**src/sv/fpdgl_pkg.sv**
```systemverilog
`default_nettype none

package fpdgl_pkg;

    localparam int unsigned BinWidth  = 32;
    localparam int unsigned NumDigits = 10;
    localparam int unsigned BcdWidth  = 4 * NumDigits;
    localparam int unsigned DdStages  = 4;
    localparam int unsigned DdBits    = BinWidth / DdStages;

    localparam logic [3:0] CODE_POINT = 4'd10;
    localparam logic [3:0] CODE_MINUS = 4'd11;
    localparam logic [3:0] MAX_FRAC   = 4'd9;
    localparam logic [7:0] WIDTH_RST  = 8'd16;

    typedef enum logic [3:0] {
        PH_MINUS = 4'b0001,
        PH_FRAC  = 4'b0010,
        PH_POINT = 4'b0100,
        PH_INT   = 4'b1000
    } phase_t;

    // Shift-and-add-3 working pair: packed BCD digits and the binary bits still to shift in.
    typedef struct packed {
        logic [BcdWidth-1:0] bcd;
        logic [BinWidth-1:0] bin;
    } dd_t;

    typedef struct packed {
        logic        neg;
        logic [3:0]  dec;
        logic [15:0] x0;
        logic [15:0] xd;
        logic [15:0] y;
        dd_t         dd;
    } stage_t;

    typedef struct packed {
        logic                neg;
        logic [3:0]          dec;
        logic [15:0]         x0;
        logic [15:0]         xs;
        logic [15:0]         y;
        logic [BcdWidth-1:0] bcd;
        logic [3:0]          int_left;
    } fin_t;

    // One slice of the conversion: DdBits shift-and-add-3 steps.
    function automatic dd_t dabble_slice(dd_t d);
        dd_t r;
        r = d;
        for (int s = 0; s < DdBits; s++) begin
            for (int n = 0; n < NumDigits; n++) begin
                if (r.bcd[4*n +: 4] >= 4'd5) begin
                    r.bcd[4*n +: 4] = r.bcd[4*n +: 4] + 4'd3;
                end
            end
            r = r << 1;
        end
        return r;
    endfunction

endpackage

`default_nettype wire

```
**src/sv/fixed_point_decimal_glyph_layout.sv**
```systemverilog
`default_nettype none

// Channel  | Direction | Contents
// s_axis   | in        | tdata: pos_x, pos_y, value, frac_digits
// m_axis   | out       | tdata: glyph_code, glyph_x, glyph_y; tlast on the final glyph
// cfg      | in        | glyph_width, written at any edge with cfg_wr_en high
//
// A number goes through an entry stage, four binary-to-BCD stages of eight bits each and a
// layout stage, each registered, before its first glyph reaches the output serializer.
// The output serializer then gives one glyph a cycle while m_tready is high: a number has 1
// to 12 glyphs, and that serializer sets the sustained rate.
// Reset is synchronous and active low; it empties the pipeline and sets glyph_width to 16.
// A stalled output holds its glyph, and the stages behind it fill up before s_tready drops.
module fixed_point_decimal_glyph_layout (
    input  wire logic        aclk,
    input  wire logic        aresetn,
    input  wire logic        cfg_wr_en,
    input  wire logic [7:0]  cfg_wr_data,
    input  wire logic        s_tvalid,
    output logic             s_tready,
    // [15:0] pos_x, [31:16] pos_y, [63:32] value, [67:64] frac_digits, [71:68] zero
    input  wire logic [71:0] s_tdata,
    output logic             m_tvalid,
    input  wire logic        m_tready,
    // [3:0] glyph_code, [19:4] glyph_x, [35:20] glyph_y, [39:36] zero
    output logic [39:0]      m_tdata,
    output logic             m_tlast
);
    import fpdgl_pkg::*;

    localparam int unsigned NumSt = DdStages + 1;

    logic [7:0] glyph_width_reg;

    stage_t st_reg  [NumSt];
    stage_t st_next [NumSt];
    logic [NumSt-1:0] vld_reg, vld_next;
    logic [NumSt:0]   rdy;

    fin_t fin_reg, fin_next;
    logic fin_valid_reg, fin_valid_next;
    logic fin_ready;

    logic                ser_valid_reg, ser_valid_next;
    phase_t              phase_reg, phase_next;
    logic [BcdWidth-1:0] digits_reg, digits_next;
    logic [3:0]          frac_left_reg, frac_left_next;
    logic [3:0]          int_left_reg, int_left_next;
    logic [15:0]         x_reg, x_next;
    logic [15:0]         xd_reg, xd_next;
    logic [15:0]         y_reg, y_next;

    logic        out_fire, last_glyph, ser_load;
    logic [3:0]  code;
    logic [15:0] w16;

    logic        in_neg;
    logic [31:0] in_value, in_mag;
    logic [3:0]  in_frac, in_dec;

    logic [3:0]  nd, digits, span;
    logic [15:0] prod;

    assign w16 = {8'd0, glyph_width_reg};

    // Entry stage inputs.
    always_comb begin
        in_value = s_tdata[63:32];
        in_frac  = s_tdata[67:64];
        in_neg   = in_value[31];
        in_mag   = in_neg ? (~in_value + 32'd1) : in_value;
        in_dec   = (in_frac > MAX_FRAC) ? MAX_FRAC : in_frac;
    end

    // Stage contents and the ready chain from the serializer back to the input.
    always_comb begin
        st_next[0].neg    = in_neg;
        st_next[0].dec    = in_dec;
        st_next[0].x0     = s_tdata[15:0];
        st_next[0].xd     = s_tdata[15:0] + (in_neg ? w16 : 16'd0);
        st_next[0].y      = s_tdata[31:16];
        st_next[0].dd.bcd = '0;
        st_next[0].dd.bin = in_mag;
        for (int k = 1; k < NumSt; k++) begin
            st_next[k]    = st_reg[k-1];
            st_next[k].dd = dabble_slice(st_reg[k-1].dd);
        end

        rdy[NumSt] = fin_ready;
        for (int k = NumSt - 1; k >= 0; k--) begin
            rdy[k] = !vld_reg[k] || rdy[k+1];
        end
        vld_next[0] = rdy[0] ? s_tvalid : vld_reg[0];
        for (int k = 1; k < NumSt; k++) begin
            vld_next[k] = rdy[k] ? vld_reg[k-1] : vld_reg[k];
        end
    end

    assign s_tready = rdy[0];

    // Layout stage: number of digits shown and the x of the rightmost digit.
    always_comb begin
        nd = 4'd0;
        for (int n = 0; n < NumDigits; n++) begin
            if (st_reg[NumSt-1].dd.bcd[4*n +: 4] != 4'd0) begin
                nd = 4'(n + 1);
            end
        end
        digits = (nd > st_reg[NumSt-1].dec + 4'd1) ? nd : st_reg[NumSt-1].dec + 4'd1;
        span   = digits - 4'd1 + ((st_reg[NumSt-1].dec != 4'd0) ? 4'd1 : 4'd0);
        prod   = w16 * {12'd0, span};

        fin_next.neg      = st_reg[NumSt-1].neg;
        fin_next.dec      = st_reg[NumSt-1].dec;
        fin_next.x0       = st_reg[NumSt-1].x0;
        fin_next.xs       = st_reg[NumSt-1].xd + prod;
        fin_next.y        = st_reg[NumSt-1].y;
        fin_next.bcd      = st_reg[NumSt-1].dd.bcd;
        fin_next.int_left = digits - st_reg[NumSt-1].dec;
        fin_valid_next    = fin_ready ? vld_reg[NumSt-1] : fin_valid_reg;
    end

    // Output serializer: minus, fractional digits, point, integer digits.
    always_comb begin
        out_fire   = ser_valid_reg && m_tready;
        last_glyph = (phase_reg == PH_INT) && (int_left_reg == 4'd1);
        ser_load   = !ser_valid_reg || (out_fire && last_glyph);
        fin_ready  = !fin_valid_reg || ser_load;

        ser_valid_next = ser_valid_reg;
        phase_next     = phase_reg;
        digits_next    = digits_reg;
        frac_left_next = frac_left_reg;
        int_left_next  = int_left_reg;
        x_next         = x_reg;
        xd_next        = xd_reg;
        y_next         = y_reg;

        if (ser_load) begin
            ser_valid_next = fin_valid_reg;
            if (fin_reg.neg) begin
                phase_next = PH_MINUS;
            end else if (fin_reg.dec != 4'd0) begin
                phase_next = PH_FRAC;
            end else begin
                phase_next = PH_INT;
            end
            digits_next    = fin_reg.bcd;
            frac_left_next = fin_reg.dec;
            int_left_next  = fin_reg.int_left;
            x_next         = fin_reg.neg ? fin_reg.x0 : fin_reg.xs;
            xd_next        = fin_reg.xs;
            y_next         = fin_reg.y;
        end else if (out_fire) begin
            case (phase_reg)
                PH_MINUS: begin
                    x_next     = xd_reg;
                    phase_next = (frac_left_reg != 4'd0) ? PH_FRAC : PH_INT;
                end
                PH_FRAC: begin
                    digits_next    = digits_reg >> 4;
                    x_next         = x_reg - w16;
                    frac_left_next = frac_left_reg - 4'd1;
                    if (frac_left_reg == 4'd1) begin
                        phase_next = PH_POINT;
                    end
                end
                PH_POINT: begin
                    x_next     = x_reg - w16;
                    phase_next = PH_INT;
                end
                PH_INT: begin
                    digits_next   = digits_reg >> 4;
                    x_next        = x_reg - w16;
                    int_left_next = int_left_reg - 4'd1;
                end
                default: begin
                    phase_next = PH_INT;
                end
            endcase
        end
    end

    always_comb begin
        case (phase_reg)
            PH_MINUS: code = CODE_MINUS;
            PH_POINT: code = CODE_POINT;
            PH_FRAC:  code = digits_reg[3:0];
            PH_INT:   code = digits_reg[3:0];
            default:  code = digits_reg[3:0];
        endcase
    end

    assign m_tvalid = ser_valid_reg;
    assign m_tdata  = {4'd0, y_reg, x_reg, code};
    assign m_tlast  = last_glyph;

    always_ff @(posedge aclk) begin
        if (!aresetn) begin
            glyph_width_reg <= WIDTH_RST;
            vld_reg         <= '0;
            fin_valid_reg   <= 1'b0;
            ser_valid_reg   <= 1'b0;
            phase_reg       <= PH_INT;
            frac_left_reg   <= 4'd0;
            int_left_reg    <= 4'd1;
        end else begin
            if (cfg_wr_en) begin
                glyph_width_reg <= cfg_wr_data;
            end
            vld_reg       <= vld_next;
            fin_valid_reg <= fin_valid_next;
            ser_valid_reg <= ser_valid_next;
            phase_reg     <= phase_next;
            frac_left_reg <= frac_left_next;
            int_left_reg  <= int_left_next;
        end
    end

    always_ff @(posedge aclk) begin
        for (int k = 0; k < NumSt; k++) begin
            if (rdy[k]) begin
                st_reg[k] <= st_next[k];
            end
        end
        if (fin_ready) begin
            fin_reg <= fin_next;
        end
        digits_reg <= digits_next;
        x_reg      <= x_next;
        xd_reg     <= xd_next;
        y_reg      <= y_next;
    end

    // A fractional glyph always has at least itself left to give.
    a_frac_left: assert property (@(posedge aclk) disable iff (!aresetn)
        ser_valid_reg && (phase_reg == PH_FRAC) |-> frac_left_reg != 4'd0)
        else $error("fractional phase with no digits left");

    // Every number ends on an integer digit, so the count never runs out early.
    a_int_left: assert property (@(posedge aclk) disable iff (!aresetn)
        ser_valid_reg |-> int_left_reg != 4'd0)
        else $error("integer digit count reached zero");

    // Digit glyphs carry decimal digits only.
    a_bcd_digit: assert property (@(posedge aclk) disable iff (!aresetn)
        ser_valid_reg && (phase_reg == PH_FRAC || phase_reg == PH_INT)
            |-> digits_reg[3:0] <= 4'd9)
        else $error("digit glyph holds a non-decimal code");

    // A finished layout that the serializer cannot take stays in place.
    a_fin_hold: assert property (@(posedge aclk) disable iff (!aresetn)
        fin_valid_reg && !ser_load |=> fin_valid_reg)
        else $error("layout stage dropped a number");

endmodule

`default_nettype wire
```
**config.mk**
```make
export PLATFORM = sky130hd
export DESIGN_NAME = fixed_point_decimal_glyph_layout
export DESIGN_NICKNAME = d
export VERILOG_FILES = /design/src/sv/fpdgl_pkg.sv /design/src/sv/fixed_point_decimal_glyph_layout.sv
export SDC_FILE = /design/constraint.sdc
export NUM_CORES = 1
export LEC_CHECK = 0
export BUFFER_PORTS_ARGS = -buffer_cell sky130_fd_sc_hd__buf_2
export CAP_MARGIN = 10
export CELL_PAD_IN_SITES_DETAIL_PLACEMENT = 1
export CELL_PAD_IN_SITES_GLOBAL_PLACEMENT = 1
export CORE_AREA = 2 2 300 302
export CTS_BUF_LIST = sky130_fd_sc_hd__clkbuf_2
export CTS_CLUSTER_SIZE = 20
export DETAILED_ROUTE_END_ITERATION = 6
export DIE_AREA = 0 0 302 304
export PLACE_DENSITY = 0.77
export SYNTH_ARGS = -nofsm -noshare
export SYNTH_HDL_FRONTEND = slang
export SYNTH_SLANG_ARGS = --single-unit
```
**constraint.sdc**
```tcl
create_clock -name aclk -period 8.2 [get_ports aclk]
set_clock_uncertainty 0.05 [all_clocks]
set_input_delay 0.41 -clock aclk [delete_from_list [all_inputs] [get_ports aclk]]
set_output_delay 0.41 -clock aclk [all_outputs]
set_load 0.03 [all_outputs]
```
After elaboration in Yosys (flattened, before gate mapping)

Memories as Yosys holds them, arrays and structs flattened.
Cells that the tools add are included.

$add $sub $neg: 330
Multipliers: 1
Order comparisons: 322
Equal/unequal tests: 8
Muxes and demuxes: 366
Bitwise operators: 1
Reductions and logical operators: 42

Operator list:

| kind                                                                   | count |
|---|---|
| 4-bit by 3-bit >= comparator with 1-bit output (second input constant) | 320 |
| 4-bit two-way mux                                                      | 311 |
| 4-bit by 2-bit adder with 4-bit output (second input constant)         | 288 |
| 40-bit two-way mux                                                     | 3 |
| 3-bit by 2-bit adder with 3-bit output (second input constant)         | 32 |
| 3-bit two-way mux                                                      | 32 |
| 4-bit nonzero test                                                     | 13 |
| 16-bit two-way mux                                                     | 3 |
| 32-bit by 1-bit adder with 32-bit output (second input constant)       | 1 |
| 32-bit two-way mux                                                     | 1 |
| 32-bit NOT                                                             | 1 |
| 16-bit case mux with 2 select lines                                    | 1 |
| 16-bit by 12-bit adder with 16-bit output                              | 1 |
| 16-bit by 8-bit adder with 16-bit output                               | 1 |
| 16-bit by 8-bit subtractor with 16-bit output                          | 1 |
| 4-bit by 1-bit equality test with 1-bit output (second input constant) | 3 |
| 8-bit by 4-bit multiplier with 12-bit output                           | 1 |
| 1-bit two-way mux                                                      | 12 |
| 4-bit case mux with 3 select lines                                     | 1 |
| 4-bit by 1-bit subtractor with 4-bit output (second input constant)    | 3 |
| 8-bit two-way mux                                                      | 1 |
| 4-bit case mux with 2 select lines                                     | 1 |
| 2-bit AND reduction                                                    | 4 |
| 2-bit nonzero test                                                     | 4 |
| 17 further kinds                                                       | 31 |

Flip-flop bits (word level): 212
Bits in writable memories: 625
Input bits: 85
Output and inout port bits: 43
Word-level logic and storage cells: 1093
Memories kept: 1

Memories:

| name   | depth | width | rd ports | clocked after memory_dff | write ports | line                                   | source |
|---|---|---|---|---|---|---|---|
| st_reg | 5     | 125   | 5        | 0                        | 5           | fixed_point_decimal_glyph_layout.sv:35 | `stage_t st_reg [NumSt];` |

Logic depth before layout (Yosys ltp)

Gate-level depths: netlist of run 1.
An unclocked memory read counts as a cell.

Depth in word-level cells: 18
Depth in mapped cells: 43
Depth with buffers taken out: 43

Least setup slack after synthesis of run 1

Ideal clock, no wire load.

Kind: flip-flop to flip-flop
Start: memory st_reg[0][157] (netlist bit)
End: memory st_reg[0][284] (netlist bit), data pin
Library setup time: 0.274 ns
Arrival: 7.648 ns
Data required time: 7.876 ns
Slack: 0.229 ns
Cell stages (with the launch flop): 39
Buffers on the path: 0
Clock period less this slack: 7.971 ns
Cell sequence: edfxtp_1 > ha_1 > nand2b_1 > a21oi_1 > xnor2_1 > inv_1 > ha_1 > nand2b_1 > o211ai_1 > and2_0 > xnor2_1 > ha_1 > nand2b_1 > a2bb2oi_1 > o221ai_1 > xnor2_1 > ha_1 > nand2b_1 > [3 not listed] > ha_1 > nor2b_1 > nor2_1 > mux2_2 > nand2b_1 > xnor2_1 > ha_1 > nor2b_1 > o31a_1 > xnor2_1 > ha_1 > nand2b_1 > a21boi_0 > xnor2_1 > ha_1 > nand2b_1 > a21boi_0 > mux2i_1

RTL lines:

| item               | line |
|---|---|
| start: declaration | fixed_point_decimal_glyph_layout.sv:35 |

==> results.cfg, run 1 <==
[timing]
worst_slew_margin_rel_pct = 16.2
setup_violations = 0
fmax_mhz = 122
rsz0062_at_grt = true
post-route-min-period_ns = 8.19
fin_crit_sh_pct = 99.9
hold_viol_final = 0
finalMaxSlewViolations = 0
worstMarginPinSlew_ns = 1.26

[placement]
dp_hpwl_um = 74000
io_buffers = 119
place_congestion = 0.829

[route]
drtPass1Iterations = 6
drc = 0
post_drt_wl_per_cell_um = 21.5
num_vias = 33500
drt_iter0_markers = 2032
routed_via_density = 5.75
wl_um = 125000
antenna_left = 0

[worst_setup_path]
worstPathMaxFanout = 5
cpMaxStageDelayCell = edfxtp_1
crit_type = reg2reg
worstPathArrival_ns = 9.28
reg2reg_depth = 40
cp-start-kind = flip-flop
cp_data_required_time_ns = 9.29
slowest_delay_ns = 0.43
worstSetupEndpointType = flip-flop
cpMostUsedCell = nand2b_1

[clock_network]
cts_made_buffers = 169
clock_sinks = 659
clockBufferDepth = 3
cts_tree = done
htreeDepth = 4
cts.reportedPaths.clkPinSlew_ns = 0.17
root_buffer = clkbuf_2
clkLatencyLatePin_ns = 1.50

[finish]
mostFrequentLayoutCell = edfxtp_1
nNetsFinal = 4931
postLayoutCoreUtil_pct = 56.0
drive_above_1_share_pct = 20.2
mostFrequentLayoutCells = edfxtp_1, inv_1, nand2_1
largest_register_ffs = 447
areaGrowthSynthToFinish_pct = 17.7

[grt]
grt_pass1_wl_um = 187000
grtUsageTotal_pct = 25.5
grt_max_degree = 69
grt-ovfl-total = 0
antenna_found_initial = 5
grt_pass1_vias = 35100

[synthesis]
syn_area_mm2 = 0.0423
yosysSeqAreaShare_pct = 46.1
yosysWarnings = 0
synth_seq_cells = 659
async_flop_share_pct = 0
synth_cells = 3936
synth.distinct_cells = 131
synth_edf_count = 632
synth.avg_cell_area_um2 = 10.8
synth_flop_cell = edfxtp_1

[worst_hold_path]
worst_hold_path_type = in2reg
whs_path_depth = 4

[floorplan]
rows = 110
die-area_mm2 = 0.0918
io_pins = 128
die_h_um = 304
fp.dieW_um = 302
core_area_mm2 = 0.0890
start_util_pct = 47.5

[outcome]
outcome = complete, no violations

[flow_run]
cap_viol_max_count = 0
-- per-stage QoR --
stage	instance area, um2	setup slack (ns)	hold WS, ns	std cells	TNS, ns
2_1_floorplan	42400	0.229	0.350	3939	0
3_3_place_gp	44800	0.00869	0.350	5257	0
3_5_place_dp	44800	-0.578	0.355	5257	-5.83
4_1_cts	48500	0.00678	0.000665	5758	0
5_1_grt	49800	-0.358	0.0299	5821	-8.29
6_report	49800	0.0103	0.157	5822	0
-- repair_timing --
item                                    CTS  global route
endpoints found under the setup margin   36            89
pin swaps                                 1            53
hold buffers                            207             0
resized for setup                        30           202
setup buffers                             2            58
hold endpoints to repair                211             0
-- cells by family after synthesis --
| logic type | count (synthesis) | share of synthesized area, % |
|---|---|---|
| xor gates and xnor gates | 199 | 4.44 |
| buffers and inverters | 420 | 3.79 |
| other | 1 | 0.00886 |
| AOI/OAI and AO/OA | 990 | 16.5 |
| and+or+nand+nor | 1096 | 12.9 |
| muxes | 244 | 6.15 |
| adders and majority gates | 327 | 10.1 |
| DFF | 659 | 46.1 |
-- critical path, delay by kind of cell, from the launching register on --
kind	cells	cell delay [ns]
XOR/XNOR	7	1.37
adder cells (fa/ha/maj)	8	1.84
AO/OA/AOI/OAI	8	1.63
multiplexers	2	0.51
flip-flops	1	0.43
AND/OR/NAND/NOR	11	1.63
buffers and inverters	4	0.48
-- final timing paths --
kind                       start             end  slack, ns
hold / removal        s_tdata[3]   st_reg[0][91]       0.16
setup reg to reg  st_reg[0][158]  st_reg[0][284]       0.01
hold reg to reg   st_reg[0][234]  st_reg[0][359]       0.28
setup / recovery  st_reg[0][158]  st_reg[0][284]       0.01
-- per-layer routing --
metal	GRT usage [%]	part of all wire, %	routed length (um)	vias to the layer above
li1	-	-	-	15700
met1	28.9	39	49000	16500
met2	47.0	52	65800	945
met3	4.09	4.2	5240	354
met4	11.0	4.3	5380	6
met5	0	0.035	44	-
-- layout make-up --
type                    instances  area [um2]
multi-input cells            2860       22300
well taps                    1176        1470
clock inverters                56         288
repair buffers                457        3650
diodes                          6        15.0
inverters                     372        1400
flip-flops and latches        659       19500
fillers                      9672       39200
clock buffers                 236        1180
-- Yosys cell counts (51+ instances only) --
cell type	count	share of area, %
nor2_1	221	2.0
nand2_1	343	3.0
and2_1	63	0.93
nor2b_1	54	0.80
mux2i_1	158	3.7
a21oi_1	227	2.7
a21o_1	61	1.1
a211oi_1	51	0.90
edfxtp_1	632	45
inv_1	352	3.1
mux2_2	65	1.7
nand2b_1	106	1.6
nor3_1	65	0.77
ha_1	303	9.0
xnor2_1	146	3.0
o21ai_0	182	2.2
Power of run 1 is left out: the tool's default activity adds up to more than one toggle a clock period on the data nets, which glitch-free logic cannot reach.
==> run 2, diff against run 1 <==
BUFFER_PORTS_ARGS = -buffer_cell sky130_fd_sc_hd__buf_4   (was -buffer_cell sky130_fd_sc_hd__buf_2)
CORE_AREA = 2 2 307 309   (was 2 2 300 302)
CTS_BUF_LIST = not set   (was sky130_fd_sc_hd__clkbuf_2)
DIE_AREA = 0 0 309 311   (was 0 0 302 304)
PLACE_DENSITY = 0.73   (was 0.77)
==> results.cfg, run 2 (same netlist as run 1, synthesis figures left out) <==
[floorplan]
fp.dieW_um = 309
start_util_pct = 45.6
core_area_mm2 = 0.0928
die-area_mm2 = 0.0961
die_h_um = 311
rows = 112
io_pins = 128

[worst_setup_path]
worstPathArrival_ns = 8.32
crit_cells = 42
cp_data_required_time_ns = 8.54
ff2ff_setup_slack_ns = 0.22
worstPathMaxFanout = 4
path_delay_family = adder cells
cpMaxStageDelayCell = edfxtp_1
crit_buf_inv = 9
reg2reg_depth = 42
slowest_delay_ns = 0.44
r2r-start = st_reg[0][161]
worstSetupEndpointType = flip-flop
crit_type = reg2reg
cp-start-kind = flip-flop
cpMostUsedCell = inv_1
regToRegEndpoint = st_reg[0][298]

[finish]
postLayoutCoreUtil_pct = 53.3
largest_register_ffs = 447
mostFrequentLayoutCell = edfxtp_1
fin_cells = 5578
mostFrequentLayoutCells = edfxtp_1, inv_1, nand2_1
drive_above_1_share_pct = 17.8
nNetsFinal = 4679
areaGrowthSynthToFinish_pct = 16.9

[clock_network]
root_buffer = clkbuf_16
cts_tree = done
clkLatencyLatePin_ns = 0.65
clockBufferDepth = 3
clock_sinks = 659
cts.reportedPaths.clkPinSlew_ns = 0.06
cts_made_buffers = 72
htreeDepth = 3

[timing]
worstMarginPinSlew_ns = 1.04
fin_crit_sh_pct = 97.3
finalMaxSlewViolations = 0
worst_slew_margin_rel_pct = 30.6
setup_violations = 0
fin_ws_ns = 0.220
post-route-min-period_ns = 7.98
fmax_mhz = 125
timing.hold.ws_ns = -0.00143
tns_ns = 0
hold_viol_final = 1

[route]
antenna_left = 0
num_vias = 30600
post_drt_wl_per_cell_um = 18.2
wl_um = 102000
drc = 0
routed_via_density = 5.48
drtPass1Iterations = 5
drt_iter0_markers = 1420

[grt]
grt_busiest_layer = met2
groute.layer.met3.usage_pct = 2.79
grt_max_degree = 70
use_met2_pct = 36.4
antenna_found_initial = 6
grtUsageTotal_pct = 20.1
use_met1_pct = 24.9
grt-ovfl-total = 0
grt_pass1_vias = 31500
grt_pass1_wl_um = 159000

[flow_run]
cap_viol_max_count = 0

[outcome]
outcome = finished, violations left
violations = negative hold slack

[worst_hold_path]
min_from = cfg_wr_data[3]
whs_path_depth = 3
min_to = glyph_width_reg[3]
worst_hold_path_type = in2reg

[placement]
place_congestion = 0.797
dp_hpwl_um = 71800
pre_cts_slack_ns = -0.417
io_buffers = 119
place_inst = 5342
[run 2: what timing repair did]
item | CTS | global route
hold buffers | 54 | 0
gates resized for setup | 33 | 162
buffers inserted | 3 | 48
pin swaps | 4 | 43
hold endpoints to repair | 56 | 0
endpoints found under the setup margin | 34 | 89
[run 2: worst max-delay path by stage]
stage	startpoint	end	slack (ns)
after global routing	st_reg[0][161]	st_reg[0][298]	-0.18
after detailed placement	st_reg[0][407]	st_reg[0][533]	-0.42
after CTS	st_reg[0][161]	st_reg[0][298]	0.00004
after global placement	st_reg[0][407]	st_reg[0][534]	0.08
final	st_reg[0][161]	st_reg[0][298]	0.22
after floorplan	st_reg[0][157]	st_reg[0][284]	0.23
[run 2: final cells by class]
type,instances,area [um2]
inverters,372,1400
fillers,10000,43300
clock buffers,91,1940
multi-input cells,2860,22200
diodes,2,5.00
well taps,1254,1570
repair buffers,302,2400
clock inverters,38,480
flip-flops and latches,659,19500
[run 2: tightest hold or removal path: cells and delay by family]
kind / cells / cell delay, ns
AND/OR/NAND/NOR: 1 / 0.09
multiplexers: 1 / 0.06
buffers and inverters: 1 / 0.08
[run 2: per-layer routing]
layer / wire length, um / share of wire, % / vias to the layer above
li1: - / - / 15100
met5: 37 / 0.036 / -
met4: 1960 / 1.9 / 6
met2: 52700 / 52 / 371
met1: 44000 / 43 / 15000
met3: 2890 / 2.8 / 140
[run 2: through the flow]
stage,hold slack [ns],cell area [um2]
floorplan,0.350,42400
global placement,0.350,45200
detailed placement,0.355,45200
CTS,0.00260,48400
global route,0.0147,49500
finish,-0.00143,49500
Power of run 2 is left out for the same reason.
